File: src/design/pfcd_pkg.sv
// ----------------------------------------------------------------------------
// pfcd_pkg
// Types, codes and constants shared by the camera-control frame decoder.
// ----------------------------------------------------------------------------
package pfcd_pkg;

    // Scene wheel size; scenes numbered 4 and up are never selectable.
    localparam int SCENE_COUNT = 4;

    // Frame headers and the alternate-format marker in byte 6.
    localparam logic [7:0] HDR_STD  = 8'hFF;
    localparam logic [7:0] HDR_ALT  = 8'hA0;
    localparam logic [7:0] ALT_MARK = 8'hAF;

    // Frame byte positions.
    localparam logic [3:0] POS_HDR  = 4'd0;
    localparam logic [3:0] POS_ADDR = 4'd1;
    localparam logic [3:0] POS_CMD1 = 4'd2;
    localparam logic [3:0] POS_CMD2 = 4'd3;
    localparam logic [3:0] POS_SUM5 = 4'd5;
    localparam logic [3:0] POS_B6   = 4'd6;
    localparam logic [3:0] POS_B7   = 4'd7;
    localparam logic [3:0] POS_SAT  = 4'd8;

    // Command codes on the result channel.
    localparam logic [3:0] CMD_NONE      = 4'd0;
    localparam logic [3:0] CMD_ZOOM_IN   = 4'd1;
    localparam logic [3:0] CMD_ZOOM_OUT  = 4'd2;
    localparam logic [3:0] CMD_FOCUS_ADD = 4'd3;
    localparam logic [3:0] CMD_FOCUS_SUB = 4'd4;
    localparam logic [3:0] CMD_POWER_OFF = 4'd5;
    localparam logic [3:0] CMD_POWER_ON  = 4'd6;
    localparam logic [3:0] CMD_SCENE     = 4'd7;
    localparam logic [3:0] CMD_STOP      = 4'd8;

    // Configuration register indexes.
    localparam logic [1:0] CFG_DEV_ADDR   = 2'd0;
    localparam logic [1:0] CFG_SCENE_MASK = 2'd1;
    localparam logic [1:0] CFG_FOCUS_MAN  = 2'd2;

    // Configuration reset values.
    localparam logic [7:0] RST_DEV_ADDR   = 8'd1;
    localparam logic [3:0] RST_SCENE_MASK = 4'hF;

    typedef struct packed {
        logic [7:0] rx_byte;
        logic       frame_end;
    } t_in_item;

    typedef struct packed {
        logic [3:0] command;
        logic [1:0] scene_select;
        logic       power_state;
        logic       af_trigger;
    } t_out_item;

    // Captured frame fields plus running checksum.
    typedef struct packed {
        logic [7:0] header;
        logic [7:0] address;
        logic [7:0] cmd_high;
        logic [7:0] cmd_low;
        logic [7:0] sum;
        logic [7:0] byte6;
        logic [7:0] byte7;
    } t_frame;

    // Configuration as seen by the decode stage.
    typedef struct packed {
        logic [7:0] dev_addr;
        logic [3:0] scene_mask;
        logic       focus_manual;
    } t_cfg;

endpackage

File: src/design/pelco_frame_command_decoder_top.sv
// ----------------------------------------------------------------------------
// pelco_frame_command_decoder_top
// Camera-control frame decoder: bytes in, one command item per frame out.
// ----------------------------------------------------------------------------
// Takes one frame byte per cycle (0xFF header with checksum in byte 6, or
// 0xA0 header with 0xAF in byte 6 and checksum in byte 7; checksum is the
// 8-bit sum of bytes 1..5) and emits one result item per end-of-frame byte,
// registered in the completed-frame register and then the result register.
// Throughput is one byte per cycle: the byte assembler, a completed-frame
// register and the result register each move an item every cycle, and input
// ready drops only while the result register is held by output backpressure.
// Invalid frames give command none with scene and power unchanged. Config
// writes are always taken and must be issued only while the block is idle.
// ----------------------------------------------------------------------------
module pelco_frame_command_decoder_top
    import pfcd_pkg::*;
#(
    parameter int P_SCENE_COUNT = SCENE_COUNT
)
(
    input  logic       i_clk,
    input  logic       i_rst_n,
    input  logic       i_in_valid,
    output logic       o_in_ready,
    input  t_in_item   i_in_data,
    output logic       o_out_valid,
    input  logic       i_out_ready,
    output t_out_item  o_out_data,
    input  logic       i_cfg_valid,
    output logic       o_cfg_ready,
    input  logic [1:0] i_cfg_index,
    input  logic [7:0] i_cfg_data
);

    t_cfg   r_cfg;
    logic   w_frame_vld;
    t_frame w_frame;
    logic   w_frame_take;

    assign o_cfg_ready = 1'b1;

    always_ff @(posedge i_clk) begin
        if (!i_rst_n) begin
            r_cfg.dev_addr     <= RST_DEV_ADDR;
            r_cfg.scene_mask   <= RST_SCENE_MASK;
            r_cfg.focus_manual <= 1'b0;
        end else if (i_cfg_valid) begin
            case (i_cfg_index)
                CFG_DEV_ADDR:   r_cfg.dev_addr     <= i_cfg_data;
                CFG_SCENE_MASK: r_cfg.scene_mask   <= i_cfg_data[3:0];
                CFG_FOCUS_MAN:  r_cfg.focus_manual <= i_cfg_data[0];
                default:        ;
            endcase
        end
    end

    pfcd_assembler u_assembler (
        .i_clk        (i_clk),
        .i_rst_n      (i_rst_n),
        .i_in_valid   (i_in_valid),
        .o_in_ready   (o_in_ready),
        .i_in_data    (i_in_data),
        .o_frame_vld  (w_frame_vld),
        .o_frame      (w_frame),
        .i_frame_take (w_frame_take)
    );

    pfcd_decoder #(
        .P_SCENE_COUNT (P_SCENE_COUNT)
    ) u_decoder (
        .i_clk        (i_clk),
        .i_rst_n      (i_rst_n),
        .i_cfg        (r_cfg),
        .i_frame_vld  (w_frame_vld),
        .i_frame      (w_frame),
        .o_frame_take (w_frame_take),
        .o_out_valid  (o_out_valid),
        .i_out_ready  (i_out_ready),
        .o_out_data   (o_out_data)
    );

endmodule

File: src/design/pfcd_assembler.sv
// ----------------------------------------------------------------------------
// pfcd_assembler
// Captures frame bytes by position, keeps the running checksum and hands the
// completed frame to the decode stage on the end-of-frame byte.
// ----------------------------------------------------------------------------
module pfcd_assembler
    import pfcd_pkg::*;
(
    input  logic     i_clk,
    input  logic     i_rst_n,
    input  logic     i_in_valid,
    output logic     o_in_ready,
    input  t_in_item i_in_data,
    output logic     o_frame_vld,
    output t_frame   o_frame,
    input  logic     i_frame_take
);

    logic [3:0] r_pos;
    logic [3:0] n_pos;
    t_frame     r_acc;
    t_frame     n_acc;
    t_frame     r_frame;
    logic       r_frame_vld;
    logic       w_accept;
    logic [7:0] w_b;

    assign w_b        = i_in_data.rx_byte;
    // Frame slot free, or being drained this cycle.
    assign o_in_ready = !r_frame_vld || i_frame_take;
    assign w_accept   = i_in_valid && o_in_ready;

    always_comb begin
        n_acc = r_acc;
        case (r_pos)
            POS_HDR:  n_acc.header   = w_b;
            POS_ADDR: n_acc.address  = w_b;
            POS_CMD1: n_acc.cmd_high = w_b;
            POS_CMD2: n_acc.cmd_low  = w_b;
            POS_B6:   n_acc.byte6    = w_b;
            POS_B7:   n_acc.byte7    = w_b;
            default:  ;
        endcase
        if (r_pos >= POS_ADDR && r_pos <= POS_SUM5) begin
            n_acc.sum = r_acc.sum + w_b;
        end
        n_pos = (r_pos < POS_SAT) ? r_pos + 4'd1 : r_pos;
    end

    always_ff @(posedge i_clk) begin
        if (!i_rst_n) begin
            r_pos       <= '0;
            r_acc       <= '0;
            r_frame_vld <= 1'b0;
        end else begin
            if (i_frame_take) begin
                r_frame_vld <= 1'b0;
            end
            if (w_accept) begin
                if (i_in_data.frame_end) begin
                    r_pos       <= '0;
                    r_acc       <= '0;
                    r_frame_vld <= 1'b1;
                end else begin
                    r_pos <= n_pos;
                    r_acc <= n_acc;
                end
            end
        end
    end

    always_ff @(posedge i_clk) begin
        if (w_accept && i_in_data.frame_end) begin
            r_frame <= n_acc;
        end
    end

    assign o_frame_vld = r_frame_vld;
    assign o_frame     = r_frame;

endmodule

File: src/design/pfcd_decoder.sv
// ----------------------------------------------------------------------------
// pfcd_decoder
// Validates a completed frame, maps the command bytes to a command, updates
// the power flag and scene index, and holds the result for the output side.
// ----------------------------------------------------------------------------
module pfcd_decoder
    import pfcd_pkg::*;
#(
    parameter int P_SCENE_COUNT = SCENE_COUNT
)
(
    input  logic      i_clk,
    input  logic      i_rst_n,
    input  t_cfg      i_cfg,
    input  logic      i_frame_vld,
    input  t_frame    i_frame,
    output logic      o_frame_take,
    output logic      o_out_valid,
    input  logic      i_out_ready,
    output t_out_item o_out_data
);

    // Scenes past 3 are never defined, so the search wraps within this span.
    localparam int SCENE_SPAN = (P_SCENE_COUNT < 4) ? P_SCENE_COUNT : 4;
    localparam logic [1:0] SCENE_LAST = 2'(SCENE_SPAN - 1);

    localparam logic [7:0] LO_ZOOM_IN  = 8'h20;
    localparam logic [7:0] LO_ZOOM_OUT = 8'h40;
    localparam logic [7:0] LO_FOCUS_ST = 8'h80;
    localparam logic [7:0] LO_SCENE    = 8'h01;
    localparam logic [7:0] HI_FOCUS_ST = 8'h01;
    localparam logic [7:0] HI_POWER_ST = 8'h08;
    localparam logic [7:0] HI_FADD_ALT = 8'h01;
    localparam logic [7:0] HI_FSUB_ALT = 8'h02;
    localparam logic [7:0] HI_POWER_AL = 8'h10;

    logic       r_power;
    logic [1:0] r_scene;
    logic       r_out_vld;
    t_out_item  r_out;

    logic       w_valid;
    logic       w_alt;
    logic       w_is_power;
    logic [3:0] w_cmd;
    logic [3:0] n_cmd;
    logic       n_power;
    logic [1:0] n_scene;
    logic       n_trig;
    logic       w_found;
    logic [1:0] w_cand;
    logic [1:0] w_pick;

    assign o_frame_take = i_frame_vld && (!r_out_vld || i_out_ready);

    always_comb begin
        w_valid = 1'b0;
        w_alt   = 1'b0;
        if (i_frame.address == i_cfg.dev_addr) begin
            if (i_frame.header == HDR_STD) begin
                w_valid = (i_frame.sum == i_frame.byte6);
            end else if (i_frame.header == HDR_ALT && i_frame.byte6 == ALT_MARK) begin
                w_alt   = 1'b1;
                w_valid = (i_frame.sum == i_frame.byte7);
            end
        end
    end

    // Command byte pair to code; power is flagged and resolved below.
    always_comb begin
        logic [7:0] hi;
        logic [7:0] lo;
        hi         = i_frame.cmd_high;
        lo         = i_frame.cmd_low;
        w_cmd      = CMD_NONE;
        w_is_power = 1'b0;
        if (hi == 8'h00 && lo == LO_ZOOM_IN) begin
            w_cmd = CMD_ZOOM_IN;
        end else if (hi == 8'h00 && lo == LO_ZOOM_OUT) begin
            w_cmd = CMD_ZOOM_OUT;
        end else if (!w_alt && hi == 8'h00 && lo == LO_FOCUS_ST) begin
            w_cmd = CMD_FOCUS_ADD;
        end else if (!w_alt && hi == HI_FOCUS_ST && lo == 8'h00) begin
            w_cmd = CMD_FOCUS_SUB;
        end else if (!w_alt && hi == HI_POWER_ST && lo == 8'h00) begin
            w_is_power = 1'b1;
        end else if (w_alt && hi == HI_FADD_ALT && lo == 8'h00) begin
            w_cmd = CMD_FOCUS_ADD;
        end else if (w_alt && hi == HI_FSUB_ALT && lo == 8'h00) begin
            w_cmd = CMD_FOCUS_SUB;
        end else if (w_alt && hi == HI_POWER_AL && lo == 8'h00) begin
            w_is_power = 1'b1;
        end else if (hi == 8'h00 && lo == LO_SCENE) begin
            w_cmd = CMD_SCENE;
        end else if (hi == 8'h00 && lo == 8'h00) begin
            w_cmd = CMD_STOP;
        end
    end

    // Next defined scene after the current one, wrapping.
    always_comb begin
        w_found = 1'b0;
        w_pick  = r_scene;
        w_cand  = r_scene;
        for (int k = 0; k < SCENE_SPAN; k++) begin
            w_cand = (w_cand == SCENE_LAST) ? 2'd0 : w_cand + 2'd1;
            if (!w_found && i_cfg.scene_mask[w_cand]) begin
                w_found = 1'b1;
                w_pick  = w_cand;
            end
        end
    end

    always_comb begin
        n_cmd   = CMD_NONE;
        n_power = r_power;
        n_scene = r_scene;
        n_trig  = 1'b0;
        if (w_valid) begin
            if (w_is_power) begin
                n_power = !r_power;
                n_cmd   = r_power ? CMD_POWER_OFF : CMD_POWER_ON;
            end else if (w_cmd == CMD_SCENE) begin
                if (w_found) begin
                    n_scene = w_pick;
                    n_cmd   = CMD_SCENE;
                end
            end else begin
                n_cmd  = w_cmd;
                n_trig = (w_cmd == CMD_STOP) && i_cfg.focus_manual;
            end
        end
    end

    always_ff @(posedge i_clk) begin
        if (!i_rst_n) begin
            r_power   <= 1'b1;
            r_scene   <= '0;
            r_out_vld <= 1'b0;
        end else begin
            if (o_frame_take) begin
                r_power   <= n_power;
                r_scene   <= n_scene;
                r_out_vld <= 1'b1;
            end else if (i_out_ready) begin
                r_out_vld <= 1'b0;
            end
        end
    end

    always_ff @(posedge i_clk) begin
        if (o_frame_take) begin
            r_out.command      <= n_cmd;
            r_out.scene_select <= n_scene;
            r_out.power_state  <= n_power;
            r_out.af_trigger   <= n_trig;
        end
    end

    assign o_out_valid = r_out_vld;
    assign o_out_data  = r_out;

endmodule
File: config.mk
export PLATFORM = sky130hd
export DESIGN_NAME = pelco_frame_command_decoder_top
export DESIGN_NICKNAME = d
export VERILOG_FILES = /design/src/design/pfcd_pkg.sv /design/src/design/pelco_frame_command_decoder_top.sv /design/src/design/pfcd_assembler.sv /design/src/design/pfcd_decoder.sv
export SDC_FILE = /design/constraint.sdc
export NUM_CORES = 1
export LEC_CHECK = 0
export BUFFER_PORTS_ARGS = -buffer_cell sky130_fd_sc_hd__buf_4
export CORE_MARGIN = 10
export CORE_UTILIZATION = 40
export DETAILED_ROUTE_END_ITERATION = 12
export GPL_TIMING_DRIVEN = 1
export PLACE_DENSITY_LB_ADDON = 0.25
export REMOVE_ABC_BUFFERS = 1
export SLEW_MARGIN = 40
export SYNTH_ARGS = -nofsm -noshare
export SYNTH_HDL_FRONTEND = slang
export SYNTH_SLANG_ARGS = --single-unit
export TNS_END_PERCENT = 50
File: constraint.sdc
create_clock -name i_clk -period 3.42 [get_ports i_clk]
set_clock_uncertainty 0.1 [all_clocks]
set_input_delay 0.513 -clock i_clk [delete_from_list [all_inputs] [get_ports i_clk]]
set_output_delay 0.513 -clock i_clk [all_outputs]
set_load 0.02 [all_outputs]
==> results.ini <==
[logic_synthesis]
synth_ff_type = dfxtp_1
ys_ff_latch = 142
synthCells = 606
syn-mean-instance-area_um2 = 11.2
ys_seq_area_frac = 0.512
async_flop_share = 0
synth.distinct_cells = 65
yosysWarnings = 0
synth_area_um2 = 6800
synth_edf_count = 64

[power]
swShare = 0.209
seq_power_share = 0.445
pwr-share-comb = 0.063
power.internal_mw = 3.29
p_switching_mw = 0.871
p_clk_frac = 0.492
irDropWorstVdd_uv = 384
power_density_nw_per_um2 = 526
p_leak_nw = 2.86

[route]
drt_iter0_drc = 220
drt_pass1_iterations = 5
wl_um = 14900
wl_per_cell_um = 17.3
avgViaCountPerCell = 5.37
drc = 0
num_vias = 4632
ant_nets = 0

[layout]
layout.nets = 667
diodes = 0
syn_to_final_growth_pct = 16.5
design_area_um2 = 7920
fillers = 1492
drive_gt1_frac = 0.213

[sta]
post-route-period-util = 0.757
slew_viol_final = 0
rsz0062_at_grt = false
setup_tns_ns = 0
slew_headroom = 0.524
fin_ws_ns = 0.833
setup_viol = 0
finalCriticalPeriod_ns = 2.59
timing.final.hold_violations = 0
worst_slew_pin_slew_ns = 0.714
clock.fmax_mhz = 386

[global_routing]
grt_start_max_net_pins = 80
grt_use_met1 = 0.171
antenna_found_initial = 0
grt_overflow = 0
grt_pass1_wl_um = 24100
grt-busiest-layer = met2
grt.met3_usage = 0.0399
grt_util_met2 = 0.219
gr-usage-all-layers = 0.136
grt_pass1_vias = 4653

[place]
port-buffer-count = 33
dp_hpwl_um = 9850
globalplace.congestion = 0.863
post-place-ws_ns = 0.819
placed_cell_area_um2 = 7240

[run_status]
status = finished, final reports clean

[setup_path]
criticalPathCategory = flip-flop to flip-flop
crit_path_start_kind = flip-flop
regToRegStartpoint = u_assembler.o_frame[48]
startpoint = u_assembler.o_frame[48]
worst_setup_path_end_kind = flip-flop
crit_fanout = 8
worstPathArrival_ns = 2.67
cp_data_required_time_ns = 3.50

[run]
drv_cap = 0

[cts]
cts_resized = 0
insertion_delay_ns = 0.42
cts_buffers = 17
postCtsSetupBuffers = 0
ctsHoldBuffers = 0
cts_root_buf = clkbuf_16
clk_pin_slew_ns = 0.06
tritoncts = built
clk_path_buf_depth = 2
htree_num_levels = 4
cts.sinks = 142

[die]
rows = 47
initial_core_util = 0.409
io-pin-count = 35
die_w_um = 150
core-area_um2 = 16600
die_area_um2 = 22600
die-height_um = 150

[hold_path]
min_from = i_cfg_data[1]
min_path_type = input port to flip-flop

## placed cells by master (no fill, tap or decap), drive strengths merged, types with 16 or more instances in the layout
| cell type | synthesis | final |
|---|---|---|
| nor2 | 16 | 16 |
| nor2b | 73 | 73 |
| a22oi | 57 | 57 |
| xor2 | 18 | 18 |
| buf | 7 | 39 |
| clkbuf | 28 | 24 |
| dfxtp | 78 | 78 |
| nand2 | 35 | 35 |
| mux2 | 48 | 48 |
| edfxtp | 64 | 64 |
| o21ai | 20 | 20 |
## final cells by class
type	instances	area [um2]	area share
Clock inverter	8	150	0.0190
Clock buffer	24	523	0.0661
Tap cell	220	275	0.0348
Multi-Input combinational cell	424	3160	0.399
Sequential cell	142	3480	0.440
Inverter	5	18.8	0.00237
Timing Repair Buffer	39	305	0.0386
## routing by layer
metal	wire [um]	part of all wire	vias to the layer above
li1	-	-	2267
met1	7100	0.48	2249
met2	6970	0.47	100
met3	622	0.042	16
met4	175	0.012	0
met5	0	0	-
## critical path: stages, from the launching register on
cell and delay (ns):
edfxtp_1 0.38, or4_4 0.56, nor4_4 0.33, nand3_1 0.25, a21oi_4 0.30, and2_2 0.21
a21boi_1 0.06, a21o_1 0.15
## cell usage after synthesis, drive strengths merged (4+ instances only)
library cell  count  area (um2)
a22oi            57         428
dfxtp            78        1560
nor4              7        58.8
a21oi            15        86.3
mux2i            14         140
nor2b            73         457
buf               7        30.0
edfxtp           64        1920
xor2             18         158
nand3             6        30.0
nor3             11        60.1
nand3b            4        30.0
a21o              4        30.0
ha               13         163
nand2            35         131
nand2b            5        38.8
o21ai            20         100
and2              7        45.1
inv               5        18.8
a21boi            6        48.8
nor2             16        60.1
clkbuf           28         115
xnor2            15         131
nand4             8        56.3
a211oi            5        37.5
mux2             48         541
## cell families (layout without fill, tap and decap cells)
family	after synthesis	count (layout)	share of synthesized area
and+or+nand+nor	190	190	0.165
DFF	142	142	0.512
AOI/OAI and AO/OA	124	124	0.129
muxes	62	62	0.100
buffers and inverters	40	76	0.0241
xor gates and xnor gates	33	33	0.0425
adders and majority gates	14	14	0.0269
other	1	1	0.000552
## per-stage QoR
stage / power (mW) / instances / hold slack, ns / util
global route: 4.32 / 862 / 0.215 / 0.476
CTS: 4.21 / 862 / 0.200 / 0.476
finish: 4.16 / 862 / 0.222 / 0.476
detailed placement: 2.15 / 830 / 0.380 / 0.435
floorplan: 2.04 / 571 / 0.356 / -
global placement: 2.14 / 830 / 0.378 / 0.435
## power groups by stage
stage               registers (mW)  logic (mW)  clock network, mW
floorplan                     1.88       0.155                  0
global placement              1.88       0.260                  0
detailed placement            1.89       0.265                  0
CTS                           1.85       0.266               2.09
global route                  1.86       0.291               2.17
finish                        1.85       0.264               2.05
## flip-flops by register name, summed over array words and instances (netlist names)
| signal | flops |
|---|---|
| u_decoder.o_out_data | 8 |
| r_cfg | 13 |
| u_assembler.o_frame_vld | 1 |
| u_decoder.r_scene | 2 |
| u_assembler.r_acc | 56 |
| u_assembler.o_frame | 56 |
| u_decoder.r_power | 1 |
| u_assembler.r_pos | 4 |
| u_decoder.o_out_valid | 1 |
## worst paths after layout
| check | to | slack, ns | cells past startpoint |
|---|---|---|---|
| worst max register to register | u_decoder.o_out_data[2] | 0.83 | 7 |
| worst min register to register | u_decoder.o_out_valid | 0.40 | 1 |
| worst min-delay path | r_cfg[2] | 0.22 | 3 |
| worst max-delay path | u_decoder.o_out_data[2] | 0.83 | 7 |
Note: power is estimated with default switching activity, not from simulation.
